--- src/rtl/core/ssat_pkg.sv ---
`timescale 1ns / 1ps
package ssat_pkg;

	// default build parameters
	localparam int CHANNELS_DEF        = 2;
	localparam int SAMPLE_BITS_DEF     = 24;
	localparam int SINE_TABLE_BITS_DEF = 10;

	// shared multiplier and datapath widths
	localparam int MUL_W   = 34;
	localparam int PROD_W  = 2 * MUL_W;
	localparam int FILT_W  = 32;
	localparam int ACC_W   = 40;
	localparam int PHASE_W = 24;
	localparam int COEF_W  = 21;
	localparam int CFG_W   = 63;
	localparam int IDX_W   = 3;

	localparam logic [14:0] TANH_MAX = 15'd32746;

	typedef enum logic [IDX_W-1:0] {
		REG_BAND_COEFFS  = 3'd0,
		REG_SUB_COEFFS   = 3'd1,
		REG_PHASE_STEP   = 3'd2,
		REG_SUB_GAIN     = 3'd3,
		REG_DRIVE_GAIN   = 3'd4,
		REG_BLEND_AMOUNT = 3'd5,
		REG_TRIM_GAIN    = 3'd6
	} reg_idx_t;

	typedef struct packed {
		logic [CFG_W-1:0] band_coeffs;
		logic [CFG_W-1:0] sub_coeffs;
		logic [19:0]      phase_step;
		logic [14:0]      sub_gain;
		logic [15:0]      drive_gain;
		logic [15:0]      blend_amount;
		logic [14:0]      trim_gain;
	} cfg_t;

	// tanh(k/8) in q1.15
	function automatic logic [14:0] tanh_tab(input logic [5:0] k);
		logic [14:0] v;
		case (k)
			6'd0:  v = 15'd0;
			6'd1:  v = 15'd4075;
			6'd2:  v = 15'd8026;
			6'd3:  v = 15'd11743;
			6'd4:  v = 15'd15143;
			6'd5:  v = 15'd18173;
			6'd6:  v = 15'd20813;
			6'd7:  v = 15'd23066;
			6'd8:  v = 15'd24956;
			6'd9:  v = 15'd26519;
			6'd10: v = 15'd27797;
			6'd11: v = 15'd28830;
			6'd12: v = 15'd29660;
			6'd13: v = 15'd30322;
			6'd14: v = 15'd30847;
			6'd15: v = 15'd31262;
			6'd16: v = 15'd31589;
			6'd17: v = 15'd31846;
			6'd18: v = 15'd32048;
			6'd19: v = 15'd32206;
			6'd20: v = 15'd32329;
			6'd21: v = 15'd32426;
			6'd22: v = 15'd32501;
			6'd23: v = 15'd32560;
			6'd24: v = 15'd32606;
			6'd25: v = 15'd32642;
			6'd26: v = 15'd32670;
			6'd27: v = 15'd32691;
			6'd28: v = 15'd32708;
			6'd29: v = 15'd32721;
			6'd30: v = 15'd32732;
			6'd31: v = 15'd32740;
			default: v = TANH_MAX;
		endcase
		return v;
	endfunction

	// clamp a wide signed value to signed 32 bits
	function automatic logic signed [FILT_W-1:0] sat32(input logic signed [PROD_W-1:0] v);
		logic signed [FILT_W-1:0] r;
		if (v[PROD_W-1] && !(&v[PROD_W-1:FILT_W-1]))
			r = {1'b1, {(FILT_W-1){1'b0}}};
		else if (!v[PROD_W-1] && (|v[PROD_W-1:FILT_W-1]))
			r = {1'b0, {(FILT_W-1){1'b1}}};
		else
			r = v[FILT_W-1:0];
		return r;
	endfunction

endpackage

--- src/rtl/core/ssat_mul.sv ---
`timescale 1ns / 1ps
module ssat_mul
	import ssat_pkg::*;
(
	input  logic                     clk,
	input  logic signed [MUL_W-1:0]  a,
	input  logic signed [MUL_W-1:0]  b,
	output logic signed [PROD_W-1:0] p_q
);

	// product lands in the cycle after the operands
	always_ff @(posedge clk) begin
		p_q <= a * b;
	end

endmodule

--- config.mk ---
export PLATFORM = sky130hd
export DESIGN_NAME = ssat_mul
export DESIGN_NICKNAME = d
export VERILOG_FILES = /design/src/rtl/core/ssat_pkg.sv /design/src/rtl/core/ssat_mul.sv
export SDC_FILE = /design/constraint.sdc
export NUM_CORES = 2
export LEC_CHECK = 0
export CORE_UTILIZATION = 23
export DETAILED_ROUTE_END_ITERATION = 8
export DONT_BUFFER_PORTS = 1
export SLEW_MARGIN = 25
export SYNTH_ARGS = -nofsm -noshare
export SYNTH_HDL_FRONTEND = slang
export SYNTH_SLANG_ARGS = --single-unit
--- constraint.sdc ---
create_clock -name clk -period 13.9 [get_ports clk]
set_input_delay 4.17 -clock clk [delete_from_list [all_inputs] [get_ports clk]]
set_output_delay 4.17 -clock clk [all_outputs]
set_load 0.03 [all_outputs]
==> impl_metrics.ini <==
[clocking]
post_cts_buffers = 0
cts_hold_buf = 0
numCtsBuffers = 9
clock_path_buffers = 2
clkTransAtPathRegs_ns = 0.07
clock_sinks = 68
clock-root-buffer = clkbuf_16
htree_levels = 3
cts_resized = 0
cts_tree = yes

[timing]
clock.fmax_ghz = 0.0832
rsz0062_at_grt = false
setup_viol = 0
finalMaxSlewViolations = 0
relSlewSlack_pct = 37.5
hold_violations = 0
fin_crit_ns = 12.02
min_period_over_period_pct = 86.4
tns_ns = 0
worst_slew_pin_slew_ns = 0.928

[finish]
drive_gt1_share_pct = 1.29
final_cell_mix = 1241 x fa_1, 1231 x inv_1, 621 x and2_1
final_util_pct = 24.6
syn2layout_area_growth_pct = 5.99
final_common_cell = fa_1
n_fill_cell = 19800
largest_reg_flops = 68
top_regs = p_q x68
fin_nets = 5859
top_register = p_q

[routing]
vias = 29000
drtIter0Drc = 1725
drt-total-wl_mm = 125
drc_errors = 0
drtPass1Iterations = 5
drtAntennaViolNets = 0
wire_per_inst_um = 18.3
vias_per_cell = 4.24

[worst_setup_path]
path_max_fanout = 34
critical_path.n_buffers_inverters = 3
max_stage_delay_ns = 0.99
critPathRequiredTime_ns = 14.27
crit_chain = nand2_1, inv_1, fa_1, fa_1, fa_1, fa_1, fa_1, fa_1, fa_1, inv_1, fa_1, inv_1, ha_1, a21o_1, a21o_1, a21oi_1, o21ai_0, a221oi_1, o41ai_1, a31oi_4, o31ai_4, a221oi_2, xnor2_1
cp_data_arrival_time_ns = 12.38
critPathLaunch = a[33]
cp-end-kind = flip-flop
crit_top_cell = fa_1
crit_type = in -> reg
cp_top_family = adder cells
critical_path.startpoint_type = primary input
slowest_stage = fa_1

[floorplan]
io_pins = 137
die_x_um = 435
dieHeight_um = 435
initial_core_util_pct = 23.2
core_area_um2 = 186000
die-area_um2 = 189000
rows = 158

[global_routing]
antenna_found_initial = 6
grt_max_degree = 35
track_usage_pct = 14.0
grt_pass1_wl_mm = 200
first_global_vias = 33300
gr-total-overflow = 0

[worst_hold_path]
hold_class = in -> reg
min_to = p_q[0]
worstHoldPathCells = 1
worstHoldStart = a[0]

[run]
drv_cap = 0

[yosys]
synth_cells = 4554
syn_area_per_cell_um2 = 9.45
synth_nets = 6068
ys_types = 69
synth_edf_count = 0
synth_ff_type = dfxtp_1
syn_area_um2 = 43000
synth-seq-cells = 68
yosys_warnings = 0
ys_seq_area_share_pct = 3.16
async_flop_share_pct = 0

[placement]
portBuffers = 0
place_congestion = 0.891
place_hpwl_mm = 98.9

[status]
outcome = finished clean
-- final cells by class --
class | count | area [um2] | area share (%)
Clock inverter | 7 | 82.6 | 0.181
Tap cell | 2480 | 3100 | 6.80
Clock buffer | 9 | 225 | 0.494
Timing Repair Buffer | 8 | 60.1 | 0.132
Inverter | 1232 | 4620 | 10.1
Antenna cell | 3 | 7.51 | 0.0165
Multi-Input combinational cell | 3026 | 36100 | 79.2
Sequential cell | 68 | 1360 | 2.99
-- layer usage --
layer,vias up,GRT usage (%),wire length (um)
met5,-,0,13
met3,211,2.91,8960
met1,15500,17.1,49000
li1,12400,-,-
met4,2,4.55,4280
met2,969,24.3,63000
-- stage by stage --
step	area (um2)	setup slack, ns	cells	hold slack [ns]
after floorplan	43000	2.24	4554	4.30
after global placement	45300	1.39	6814	4.31
after detailed placement	45300	1.38	6814	4.31
after CTS	45600	1.82	6830	3.84
after global routing	45600	1.56	6830	3.86
final	45600	1.88	6833	3.88
-- synthesized netlist by cell type, drive strengths merged, types with 3 or more instances --
library cell,number,area (um2)
o21bai,12,90.1
o21ai,41,224
o21a,4,30.0
buf,9,58.8
or2,4,25.0
a211o,3,27.5
o41ai,6,75.1
nand3,11,55.1
a31oi,10,90.1
nand2,542,2030
nor2b,9,56.3
a21o,37,278
inv,1231,4620
a21oi,63,323
nor3,5,25.0
clkbuf,217,821
nand2b,20,125
dfxtp,68,1360
ha,204,2550
nand4,11,68.8
fa,1241,24800
and2,623,3900
a211oi,7,57.6
xor2,23,201
a221oi,4,41.3
nor2,56,215
and3,8,53.8
o211ai,3,22.5
xnor2,56,490
-- worst max-delay path by stage --
stage               endpoint  slack (ns)  cells past startpoint
floorplan            p_q[65]        2.24                     24
global placement     p_q[66]        1.39                     23
detailed placement   p_q[66]        1.38                     24
CTS                  p_q[66]        1.82                     24
global route         p_q[66]        1.56                     23
finish               p_q[66]        1.88                     23
-- cells by family after synthesis --
logic type | share of synthesized area (%)
AOI/OAI and AO/OA | 3.35
xor gates and xnor gates | 1.61
adders and majority gates | 63.7
buffers and inverters | 12.8
DFF | 3.16
and+or+nand+nor | 15.4
Power is not shown: default switching activity piles up to over one toggle a cycle in this logic, so the estimate is an artifact.
