$ cat config.mk
export PLATFORM = sky130hd
export DESIGN_NAME = ssat_regs
export DESIGN_NICKNAME = d
export VERILOG_FILES = /design/src/rtl/core/ssat_pkg.sv /design/src/rtl/core/ssat_regs.sv
export SDC_FILE = /design/constraint.sdc
export NUM_CORES = 1
export LEC_CHECK = 0
export BUFFER_PORTS_ARGS = -buffer_cell sky130_fd_sc_hd__buf_4
export CORE_AREA = 2 2 102 154
export CTS_CLUSTER_DIAMETER = 100
export DETAILED_ROUTE_END_ITERATION = 16
export DIE_AREA = 0 0 104 156
export GPL_TIMING_DRIVEN = 1
export PLACE_DENSITY = 0.84
export SLEW_MARGIN = 0
export SYNTH_ARGS = -nofsm -noshare
export SYNTH_HDL_FRONTEND = slang
export SYNTH_SLANG_ARGS = --single-unit
$ cat constraint.sdc
create_clock -name clk -period 1.2 [get_ports clk]
set_clock_uncertainty 0.05 [all_clocks]
set_input_delay 0.06 -clock clk [delete_from_list [all_inputs] [get_ports clk]]
set_output_delay 0.06 -clock clk [all_outputs]
set_load 0.01 [all_outputs]
$ cat src/rtl/core/ssat_pkg.sv
`timescale 1ns / 1ps
package ssat_pkg;

	// default build parameters
	localparam int CHANNELS_DEF        = 2;
	localparam int SAMPLE_BITS_DEF     = 24;
	localparam int SINE_TABLE_BITS_DEF = 10;

	// shared multiplier and datapath widths
	localparam int MUL_W   = 34;
	localparam int PROD_W  = 2 * MUL_W;
	localparam int FILT_W  = 32;
	localparam int ACC_W   = 40;
	localparam int PHASE_W = 24;
	localparam int COEF_W  = 21;
	localparam int CFG_W   = 63;
	localparam int IDX_W   = 3;

	localparam logic [14:0] TANH_MAX = 15'd32746;

	typedef enum logic [IDX_W-1:0] {
		REG_BAND_COEFFS  = 3'd0,
		REG_SUB_COEFFS   = 3'd1,
		REG_PHASE_STEP   = 3'd2,
		REG_SUB_GAIN     = 3'd3,
		REG_DRIVE_GAIN   = 3'd4,
		REG_BLEND_AMOUNT = 3'd5,
		REG_TRIM_GAIN    = 3'd6
	} reg_idx_t;

	typedef struct packed {
		logic [CFG_W-1:0] band_coeffs;
		logic [CFG_W-1:0] sub_coeffs;
		logic [19:0]      phase_step;
		logic [14:0]      sub_gain;
		logic [15:0]      drive_gain;
		logic [15:0]      blend_amount;
		logic [14:0]      trim_gain;
	} cfg_t;

	// tanh(k/8) in q1.15
	function automatic logic [14:0] tanh_tab(input logic [5:0] k);
		logic [14:0] v;
		case (k)
			6'd0:  v = 15'd0;
			6'd1:  v = 15'd4075;
			6'd2:  v = 15'd8026;
			6'd3:  v = 15'd11743;
			6'd4:  v = 15'd15143;
			6'd5:  v = 15'd18173;
			6'd6:  v = 15'd20813;
			6'd7:  v = 15'd23066;
			6'd8:  v = 15'd24956;
			6'd9:  v = 15'd26519;
			6'd10: v = 15'd27797;
			6'd11: v = 15'd28830;
			6'd12: v = 15'd29660;
			6'd13: v = 15'd30322;
			6'd14: v = 15'd30847;
			6'd15: v = 15'd31262;
			6'd16: v = 15'd31589;
			6'd17: v = 15'd31846;
			6'd18: v = 15'd32048;
			6'd19: v = 15'd32206;
			6'd20: v = 15'd32329;
			6'd21: v = 15'd32426;
			6'd22: v = 15'd32501;
			6'd23: v = 15'd32560;
			6'd24: v = 15'd32606;
			6'd25: v = 15'd32642;
			6'd26: v = 15'd32670;
			6'd27: v = 15'd32691;
			6'd28: v = 15'd32708;
			6'd29: v = 15'd32721;
			6'd30: v = 15'd32732;
			6'd31: v = 15'd32740;
			default: v = TANH_MAX;
		endcase
		return v;
	endfunction

	// clamp a wide signed value to signed 32 bits
	function automatic logic signed [FILT_W-1:0] sat32(input logic signed [PROD_W-1:0] v);
		logic signed [FILT_W-1:0] r;
		if (v[PROD_W-1] && !(&v[PROD_W-1:FILT_W-1]))
			r = {1'b1, {(FILT_W-1){1'b0}}};
		else if (!v[PROD_W-1] && (|v[PROD_W-1:FILT_W-1]))
			r = {1'b0, {(FILT_W-1){1'b1}}};
		else
			r = v[FILT_W-1:0];
		return r;
	endfunction

endpackage

$ cat src/rtl/core/ssat_regs.sv
`timescale 1ns / 1ps
module ssat_regs
	import ssat_pkg::*;
(
	input  logic             clk,
	input  logic             arst_n,
	input  logic             wr_en,
	input  logic [IDX_W-1:0] wr_index,
	input  logic [CFG_W-1:0] wr_data,
	output cfg_t             cfg_q
);

	always_ff @(posedge clk or negedge arst_n) begin
		if (!arst_n) begin
			cfg_q.band_coeffs  <= '0;
			cfg_q.sub_coeffs   <= '0;
			cfg_q.phase_step   <= 20'd30436;
			cfg_q.sub_gain     <= 15'd18350;
			cfg_q.drive_gain   <= 16'd27853;
			cfg_q.blend_amount <= 16'd21299;
			cfg_q.trim_gain    <= 15'd8192;
		end else if (wr_en) begin
			case (reg_idx_t'(wr_index))
				REG_BAND_COEFFS:  cfg_q.band_coeffs  <= wr_data;
				REG_SUB_COEFFS:   cfg_q.sub_coeffs   <= wr_data;
				REG_PHASE_STEP:   cfg_q.phase_step   <= wr_data[19:0];
				REG_SUB_GAIN:     cfg_q.sub_gain     <= wr_data[14:0];
				REG_DRIVE_GAIN:   cfg_q.drive_gain   <= wr_data[15:0];
				REG_BLEND_AMOUNT: cfg_q.blend_amount <= wr_data[15:0];
				REG_TRIM_GAIN:    cfg_q.trim_gain    <= wr_data[14:0];
				default: ;
			endcase
		end
	end

endmodule

==> results, run 1 <==
- The pre-antenna-repair detailed-routing pass consisted of 4 iterations.
- The core region is 14900 µm².
- The synthesized netlist devotes 0% of its cell area to adder and majority cells.
- The combinational fraction of design power is 27.2%.
- After legalization and detailed placement, the total HPWL measured 14.4 mm.
- The worst setup path is launched from a flop.
- The buffer levels on the longest clock path is 3.
- The largest registers in the layout are cfg_q x208.
- The transition time at the pin with the least slew margin is 0.571 ns.
- The number of distinct library cells after synthesis is 12.
- Summing the sequential cell areas from Yosys gives 66.5% of the chip area.
- The portion of netlist area occupied by mux cells is 30.0%.
- The final reports fail on setup timing.
- Entering global routing, the biggest net connects 67 pins.
- Synthesis inferred 208 register bits.
- The top cell type by area accounts for 54.5% of the synthesized area.
- The share of total power dissipated in sequential elements is 44.0%.
- The arrival time of data at the critical path endpoint is 1.15 ns.
- The quantity of I/O buffers inserted on ports is 276.
- The most frequently used cell type in the post-synthesis netlist is mux2_2.
- The effective utilization at floorplan is 53.1%.
- Ranked by flip-flop count, first place goes to cfg_q.
- The remaining design rule violation count is 0.
- The share of the synthesized area in compound gates (AO/OA/AOI/OAI) is 0%.
- Along the worst path, the maximum fanout reaches 2.
- The critical path endpoint category is an output port.
- The die width is 104 µm.
- IR analysis of the VDD net gives a maximum drop of 2.08 mV.
- The synthesized netlist devotes 0% of its cell area to XOR and XNOR gates.
- The overall die area is 16200 µm².
- The clock transition at the registers of the reported paths is 0.07 ns.
- The number of enable-type register cells in the synthesized netlist is 0.
- The buffer cell driving the clock tree root is clkbuf_16.
- The worst setup path category is reg2out.
- The period utilization is 105%.
- The number of buffers and inverters on the critical path is 1.
- The number of nets in the layout is 884.
- The cell count after synthesis came out at 445.
- The number of hold-slack violations in the final timing report is 0.
- Compared with the post-synthesis result, the final layout area differs by 50.7%.
- The CTS tree is yes.
- Setup repair after global routing could not meet its margin everywhere.
- After detailed routing, the number of vias per cell comes to 5.26.
- The dominant delay contributor by cell family on the critical path is flip-flops.
- The cell area that synthesis handed to floorplanning was 7890 µm².
- Summing all flip-flop and latch instances after layout gives 5250 µm².
- The via count is 5411.
- CTS built an H-tree with a depth of 1.
- The final count of negative-setup-slack endpoints is 36.
- The flow ran to the end, but the final reports show violations.
- The peak per-stage delay on the critical path is 0.56 ns.
- For flop-to-flop paths, the worst setup slack is 0.29 ns.
- The total power divided by cell area is 1870 nW/µm².
- Setup slack on the critical path of the routed design comes to -0.0553 ns.
- Yosys printed 0 warnings.
- The number of buffers created by CTS is 20.
- Summing the areas of all and, or, nand and nor instances in the mapped netlist gives 1.24% of the synthesized area.
- The number of flip-flops under the largest register name is 208.
- Cells fill 80.0% of the core in the end.
- The net load switching power is 0.00614 W.
- The worst pin sits at a relative slew slack of 61.9%.
- The number of max-slew violations in the final report came to 0.
- The biggest area contributor in the post-synthesis netlist is dfrtp_1.
- The die boundary height is 156 µm.
- The weighted congestion at the end of routability-driven global placement is 0.763.
- Traced cell by cell, the critical path runs through buf_6.
- The setup total negative slack is -1.36 ns.
- The residual antenna-violating net count after detailed routing is 0.
- The fill cell instance count of the final layout is 754.
- The commonest cells after synthesis are mux2_2 (192), dfrtp_1 (172), dfstp_2 (36).
- The placement row count is 55.
- The worst hold path belongs to the class in2reg.
- The post-synth net total is 514.
- The CTS sink count is 208.
- The number of antenna violations at the first check in global routing was 0.
- By area the synthesized netlist is led by dfrtp_1 (55%), mux2_2 (27%), dfstp_2 (12%), mux2_1 (1.4%), buf_6 (1.3%).
- The first global-routing pass estimated 35.7 mm of wire.
- Cell internal power was estimated by the tool at 0.0162 W.
- The average size of a mapped cell is 17.7 µm².
- The final worst hold slack is 0.130 ns.
- The total congestion overflow after global routing is 0.
- The violation count after the first detailed-routing iteration is 149.
- For this design the static power due to leakage is 5.54 nW.
- The dominant register cell in the synthesized netlist is dfrtp_1.
- The net switching share of the total power is 27.5%.
- The mean routed wirelength per cell is 22.4 µm.
- The number of placed I/O pins is 277.
- The max-cap check violation count is 0.
- The source-to-sink clock delay at the later pin of the worst-skew pair is 0.49 ns.
- The slowest stage of the critical path is the dfstp_2 cell.
- Static timing analysis puts the maximum clock frequency at 0.797 GHz.
- After synthesis, the share of flip-flops with an asynchronous set or reset is 100%.
- For the worst setup path, the data required time is 1.09 ns.
- The post-route netlist has 69.8% of its cells at a drive strength greater than 1.
- The number of global-route vias before repair was 6262.
- The proportion of power drawn by the clock network is 28.8%.
- The final critical-path required period is 1.26 ns.
- The routed design has 23.0 mm of wire.
- After synthesis, the largest family of logic cells by area is multiplexers.
- The worst setup slack after placement is -0.273 ns.
- The multi-input combinational cell area is 2470 µm².
- The count of inserted antenna diode cells is 0.
- In the global route stage, overall resource usage came out at 28.3%.
## final cells by class
type	count	area share, %
sequential	208	44.1
timing repair buffer	370	27.3
multi-input combinational	215	20.8
clock buffer	27	4.86
tap	199	2.09
clock inverter	9	0.820
## placed cells by master, fill, tap and decap left out
master	n
mux2_1	10
clkbuf_16	21
dfstp_2	36
mux2_4	6
nor4b_4	1
nand4b_2	3
buf_6	36
and4bb_2	2
bufinv_16	2
mux2_2	192
buf_4	255
clkinv_2	6
buf_12	13
dlygate4sd3_1	64
clkinvlp_4	1
dfrtp_1	172
and4bb_4	1
clkbuf_1	3
dlymetal6s4s_1	1
clkbuf_8	4
## what timing repair did
action                                 4_1_cts  5_1_grt
resized for setup                           36        1
hold buffers                                65        0
setup buffers                                1        3
setup endpoints to repair                   36       48
endpoints found under the hold margin      408        0
## logic make-up (layout without fill, tap and decap cells)
| logic type | count (synthesis) | after routing |
|---|---|---|
| buffers and inverters | 22 | 406 |
| DFF | 208 | 208 |
| muxes | 208 | 208 |
| and+or+nand+nor | 7 | 7 |
## through the flow
stage | instance area (µm²) | instances | power, W
finish | 11900 | 1028 | 0.0223
global placement | 10400 | 923 | 0.0151
global route | 11900 | 1028 | 0.0232
CTS | 11900 | 1025 | 0.0222
floorplan | 7930 | 445 | 0.0119
detailed placement | 10400 | 923 | 0.0154
## power groups by stage
stage / clock, W / combinational [W] / sequential, W
6_report: 0.00642 / 0.00607 / 0.00982
4_1_cts: 0.00652 / 0.00600 / 0.00974
5_1_grt: 0.00681 / 0.00640 / 0.00996
3_5_place_dp: 0 / 0.00561 / 0.00977
3_3_place_gp: 0 / 0.00543 / 0.00964
2_1_floorplan: 0 / 0.00150 / 0.0104
## final timing paths
| check | startpoint | to | cells past startpoint |
|---|---|---|---|
| hold reg to reg | cfg_q[132] | cfg_q[132] | 1 |
| setup reg to reg | cfg_q[37] | cfg_q[37] | 2 |
| min in group asynchronous | arst_n | cfg_q[19] | 2 |
| setup / recovery | cfg_q[61] | cfg_q[61] | 1 |
| max in group asynchronous | arst_n | cfg_q[77] | 3 |
| hold / removal | wr_en | cfg_q[47] | 4 |
## metal layers
metal	global-route usage [%]	up-vias	routed length, µm
met1	29.5	2778	7830
met2	53.7	248	12800
li1	-	2325	-
met4	10.2	0	716
met3	8.15	60	1690
met5	0	-	0
Note: power is estimated with default switching activity, not from simulation.
==> run 2: changes to the inputs <==
Settings changed: BUFFER_PORTS_ARGS -buffer_cell sky130_fd_sc_hd__buf_4 to -buffer_cell sky130_fd_sc_hd__clkbuf_2.
Clock period 1.2 ns to 1.63 ns, I/O delays scaled along.
==> run 2 against run 1 <==
Compared with the run above: the flow now finishes without violations; sequential power is 28% lower; clock-buffer cell count is 2 lower; critical endpoint unchanged; wire length is 12% lower; worst hold slack worse by 0.064 ns; design area is 8.0% lower; sequential share of layout area is 3.8 points higher; highest routed layer unchanged; largest cell class unchanged.
==> results, run 2 (synthesis gave the netlist of run 1 again) <==
- The number of antenna violations at the first check in global routing is 0.
- The buffer levels on the longest clock path is 3.
- The placed wire-length estimate is 13.2 mm.
- The largest registers in the layout are cfg_q x208.
- From left edge to right edge, the die measures 104 µm.
- The max-cap check violation count is 0.
- The layout overhead on the synthesized area is 38.6%.
- The worst setup path category is reg2out.
- Excluding fillers, the count of instances in the completed layout stands at 1010.
- The count of inserted antenna diode cells is 0.
- The setup check on the worst reg-to-reg path leaves a slack of 0.76 ns.
- In this run the core area contains 55 standard-cell rows.
- The placeable core region is 14900 µm².
- The number of buffer and inverter stages on the critical path is 1.
- The run finished with clean final reports.
- In the layout the commonest cells are clkbuf_2 (275), mux2_2 (192), dfrtp_1 (172).
- The number of iterations in the first detailed-routing pass is 4.
- The number of max-slew violations in the final report is 0.
- Entering global routing, the biggest net connects 51 pins.
- More flip-flops sit in one register than any other, and that register is cfg_q.
- The post-CTS repair timing setup buffer count is 0.
- In this run the worst path has a maximum fanout of 2.
- The number of buffers created by CTS is 19.
- Setup violations remaining at the end of the flow were counted as 0.
- The number of placed cells counting well taps is 913.
- The routed wire length is 20.3 mm.
- The total global-route track usage is 24.9%.
- The path type of the worst min-delay path is in2async.
- The violation count after the first detailed-routing iteration is 206.
- The quantity of I/O buffers inserted on ports is 276.
- The total power divided by cell area is 1430 nW/µm².
- The setup total negative slack is 0 ns.
- In the routed design, unresolved DRC markers number 0.
- After clock tree synthesis, the clock-pin slew on the worst setup and hold paths is 0.07 ns.
- The data required time of the worst path is 1.50 ns.
- The arrival time of data at the critical path endpoint is 1.16 ns.
- The floorplan step set the die height to 156 µm.
- Counting every sink on the clock net gives 208.
- Based on the critical path, the design can be clocked at up to 0.775 GHz.
- For this run the aggregate overflow at the end of global routing stands at 0.
- For this design the static power due to leakage is 5.23 nW.
- The residual antenna-violating net count after detailed routing is 0.
- The worst register-to-register path begins at cfg_q[190].
- Setup repair after global routing left no endpoint under its margin.
- TritonCTS built the clock tree.
- After detailed routing, the average wire length per cell comes to 20.1 µm.
- The end of the worst register-to-register path is cfg_q[190].
- The number of cells on the worst reg-to-reg path is 1.
- At the end of the flow, the number of nets in the layout was 868.
- Once the floorplan was initialized, standard cells occupied 53.1% of the core.
- The buffer cell driving the clock tree root is clkbuf_16.
- 277 I/O pins were placed.
- The startpoint type of the worst setup path is a flop.
- The number of global-route vias before repair came to 6102.
- The standard cell area after detailed placement is 9590 µm².
- The register with the most flip-flops in the layout has 208 of them.
- The final critical path takes up 79.2% of the cycle.
- The worst ir drop on vdd is 1.48 mV.
- The via count is 5308.
- The routed design could run at a clock period as short as 1.29 ns.
- The overall die area is 16200 µm².
- The transition time at the pin with the least slew margin is 0.694 ns.
- The library cell used most frequently in the layout, excluding fill and tap cells, is clkbuf_2.
- The critical path's slowest cell is dfstp_2.
- In this design, the stage delay of the slowest critical-path cell is 0.54 ns.
- The first global-routing pass estimated 32.0 mm of wire.
- Of the cells placed in the final design, the portion with a size suffix greater than 1 is 69.5%.
- In this run the number of H-tree levels came out at 1.
- The later pin in the worst-skew pair is clocked with a latency of 0.48 ns.
- The number of hold-slack violations in the final timing report is 0.
- The weighted congestion at the end of routability-driven global placement is 0.822.
- The finished cells cover 10900 µm².
- Dividing the detail-routed via count by the number of cells gives 5.26.
- Headroom to the max-slew limit came out at 53.6%.
- Traced cell by cell, the critical path runs through clkbuf_2.
- The worst setup path is captured at an output port.
- The cell family contributing the most delay on the critical path is flip-flops.
## run 2: metal layers
metal | vias up | part of all wire [%] | track usage (%)
met3 | 60 | 7.4 | 6.73
met4 | 0 | 3.7 | 10.8
met5 | - | 0 | 0
met1 | 2696 | 36 | 26.9
li1 | 2295 | - | -
met2 | 257 | 53 | 45.6
## run 2: cell type report
type                       count  area, µm²
clock inverter                 8        165
sequential                   208       5250
fill                         862       3920
multi-input combinational    215       2470
timing repair buffer         355       2260
tap                          199        249
clock buffer                  25        548
## run 2: stage by stage
stage / total power (W) / utilization (%) / setup slack, ns / hold WS, ns
global placement: 0.0104 / 64.5 / 0.0796 / 0.0246
CTS: 0.0157 / 73.6 / 0.315 / 0.0741
finish: 0.0157 / 73.6 / 0.339 / 0.0659
global route: 0.0163 / 73.6 / 0.291 / 0.102
detailed placement: 0.0106 / 64.5 / 0.0455 / 0.0298
floorplan: 0.00873 / - / 0.337 / -0.264
## run 2: how the worst max path moves through the flow
stage | end | depth (start not counted) | slack [ns] | from
detailed placement | cfg_q[8] | 3 | 0.05 | wr_index[0]
global placement | cfg_q[179] | 4 | 0.08 | wr_index[0]
floorplan | cfg_q[147] | 5 | 0.34 | wr_en
global route | cfg_q[61] | 1 | 0.29 | cfg_q[61]
finish | cfg_q[61] | 1 | 0.34 | cfg_q[61]
CTS | cfg_q[49] | 1 | 0.32 | cfg_q[49]
## run 2: what timing repair did
item	in CTS	in global routing
hold buffers	64	0
hold endpoints to repair	389	0
gates resized for setup	0	0
## run 2: where the power goes
group | switching (W) | internal [W]
clock | 0.00187 | 0.00315
combinational | 0.00173 | 0.00180
sequential | 0.000665 | 0.00645
total | 0.00427 | 0.0114
==> run 3: changes to the inputs <==
Settings changed: CORE_AREA 2 2 102 154 to 2 2 112 168, DIE_AREA 0 0 104 156 to 0 0 114 170, PLACE_DENSITY 0.84 to 0.75.
Clock period 1.63 ns to 1.1 ns, I/O delays scaled along.
==> run 3 against run 2 <==
Compared with the run above: the run now ends with hold timing, setup timing left; largest cell class unchanged; clock power up 41%; utilization shrank 5.3 points; sequential power up 50%; final cell count is 10% higher; flip-flop and latch count did not move; combinational power increased by 100%; power is 59% higher; wire length grew 13%; design area grew 11%.
==> results, run 3 (synthesis gave the netlist of run 1 again) <==
- The routed design could run at a clock period as short as 1.25 ns.
- Wires add up to 23.0 mm.
- The arrival time of data at the critical path endpoint is 1.15 ns.
- The total power divided by cell area is 2040 nW/µm².
- 0 antenna diodes ended up in the layout.
- The number of iterations in the first detailed-routing pass is 4.
- The source-to-sink clock delay at the later pin of the worst-skew pair is 0.49 ns.
- Cells with a size suffix above 1 make up 71.9% of the layout.
- For this run, the top clock speed supported by timing is 0.798 GHz.
- The critical path's slowest cell is dfstp_2.
- Summed over all failing endpoints, the final setup total negative slack is -6.91 ns.
- The residual antenna-violating net count after detailed routing is 0.
- Setup violations remaining at the end of the flow were counted as 178.
- Global routing used 21.9% of the available tracks across all layers.
- 277 I/O pins were placed.
- The most common cell after layout, fill and taps aside is clkbuf_2.
- The highest net fanout along the worst path is 2.
- The clock transition at the registers of the reported paths is 0.06 ns.
- Dividing the detail-routed wire length by the instance count gives 20.7 µm.
- The leakage dissipation is 5.85 nW.
- The die boundary height is 170 µm.
- The effective utilization at floorplan is 44.2%.
- The path type of the worst min-delay path is in2async.
- The first global-routing pass estimated 33.2 mm of wire.
- The worst-case IR drop observed on VDD is 1.24 mV.
- Setup repair after global routing could not meet its margin everywhere.
- The register name with the most flops is cfg_q.
- TritonCTS built the clock tree.
- Max-cap violations in this run came to 0.
- The die is 114 µm wide.
- The overall die area is 19400 µm².
- Across all hold checks on the routed design, the worst slack comes to -0.00652 ns.
- Walking the worst path, the cells encountered are buf_6.
- After layout, the worst setup slack is -0.152 ns.
- The buffer levels on the longest clock path is 3.
- The number of max-slew violations in the final report was 0.
- In this design, the stage delay of the slowest critical-path cell is 0.55 ns.
- In the routed design, unresolved DRC markers number 0.
- The violation count after the first detailed-routing iteration is 200.
- The worst setup slack for register-to-register paths is 0 ns.
- Leaving out fill and tap cells, the most frequent cells in the layout are clkbuf_2 (197), dfrtp_1 (172), mux2_2 (166).
- The number of antenna violations at the first check in global routing is 0.
- The critical path in this run is classified as reg2out.
- The number of global-route vias before repair is 6186.
- Together, buffers and inverters on the worst path number 1.
- Buffers inserted during clock tree synthesis total 21.
- The total overflow left after global routing is 0.
- The tightest slew margin relative to the limit is 78.4%.
- The clock net in this run drives a total of 208 sinks.
- The number of nets in the layout is 948.
- The layout overhead on the synthesized area is 54.6%.
- The pin count of the biggest net entering global routing is 47.
- The wire-length estimate of the detail-placed layout is 14.3 mm.
- The flow ran to the end, but the final reports show violations.
- The number of hold-slack violations in the final timing report was 4.
- The floorplan step defined a core boundary enclosing 17900 µm².
- The quantity of I/O buffers inserted on ports is 276.
- The critical path endpoint category is an output port.
- The floorplan has 60 rows.
- The dominant delay contributor by cell family on the critical path is flip-flops.
- The data required time of the worst path is 1.00 ns.
- At the pin with the least slew margin, the transition time is 0.324 ns.
- For this run, the number of standard cells in the final layout without fillers is 1111.
- The final reports fail on hold timing, setup timing.
- Routability-driven placement finished with a final weighted congestion of 0.761.
- In this run the number of H-tree levels came out at 1.
- The register with the most flip-flops in the layout has 208 of them.
- The routed layout has 5648 vias.
- The largest registers in the layout are cfg_q x208.
- The startpoint type of the worst setup path is a flop.
- The number of placed cells counting well taps is 947.
- The root buffer cell chosen for the clock tree is clkbuf_16.
- The period utilization is 114%.
- The average vias per placed instance is 5.08.
[run 3: changes by cell type in the layout (fill, tap and decap cells not counted), sizes merged]
cell / before / now
clkinv: 3 / 2
inv: 0 / 1
bufinv: 5 / 1
clkbuf: 301 / 231
buf: 15 / 171
clkinvlp: 0 / 1
[run 3: metal layers]
metal,global-route usage (%),up-vias,wire length [µm]
met5,0,-,0
met4,11.7,0,1240
met3,4.06,73,1220
met2,39.6,228,12200
met1,24.0,2891,8290
li1,-,2456,-
[run 3: repair_timing]
item                                   4_1_cts  5_1_grt
endpoints found under the hold margin      416        0
buffers inserted                            32       30
hold buffers                                64        0
pin swaps                                    0        0
gates resized for setup                     14      159
setup endpoints to repair                  207      208
cloned                                       0        0
[run 3: power by group]
part / switching (W) / leakage (nW) / internal (W)
clock network: 0.00288 / 0.342 / 0.00424
logic: 0.00288 / 3.07 / 0.00419
registers: 0.00112 / 2.44 / 0.00957
total: 0.00687 / 5.85 / 0.0180
[run 3: path summary, 6_finish.rpt]
| kind | end | start | cells after the start |
|---|---|---|---|
| worst min-delay path | cfg_q[139] | arst_n | 2 |
| worst max-delay path | cfg_q[76] | cfg_q[76] | 1 |
| worst min register to register | cfg_q[207] | cfg_q[207] | 1 |
| min in group clk | cfg_q[88] | wr_en | 3 |
| worst max register to register | cfg_q[127] | cfg_q[127] | 3 |
| max in group asynchronous | cfg_q[76] | arst_n | 3 |
[run 3: worst register-to-register path, cell delays in order (launching register included)]
cell and delay [ns]:
dfrtp_1 0.40, buf_4 0.14, buf_4 0.12, mux2_4 0.26
[run 3: final cells by class]
type / instances / area [µm²]
well taps: 217 / 272
clock buffers: 33 / 641
multi-input cells: 215 / 2570
fillers: 1161 / 5670
flip-flops and latches: 208 / 5250
repair buffers: 433 / 3410
clock inverters: 5 / 56.3
[run 3: metrics by stage]
step,setup WS (ns),area [µm²],hold slack [ns],total power [W],utilization (%)
3_5_place_dp,-0.357,9860,-0.0665,0.0159,55.2
3_3_place_gp,-0.298,9860,-0.0698,0.0156,55.2
6_report,-0.152,12200,-0.00652,0.0249,68.3
4_1_cts,-0.182,11600,-0.0285,0.0237,64.7
5_1_grt,-0.188,12200,0.00979,0.0259,68.3
2_1_floorplan,-0.0424,8040,-0.291,0.0131,-
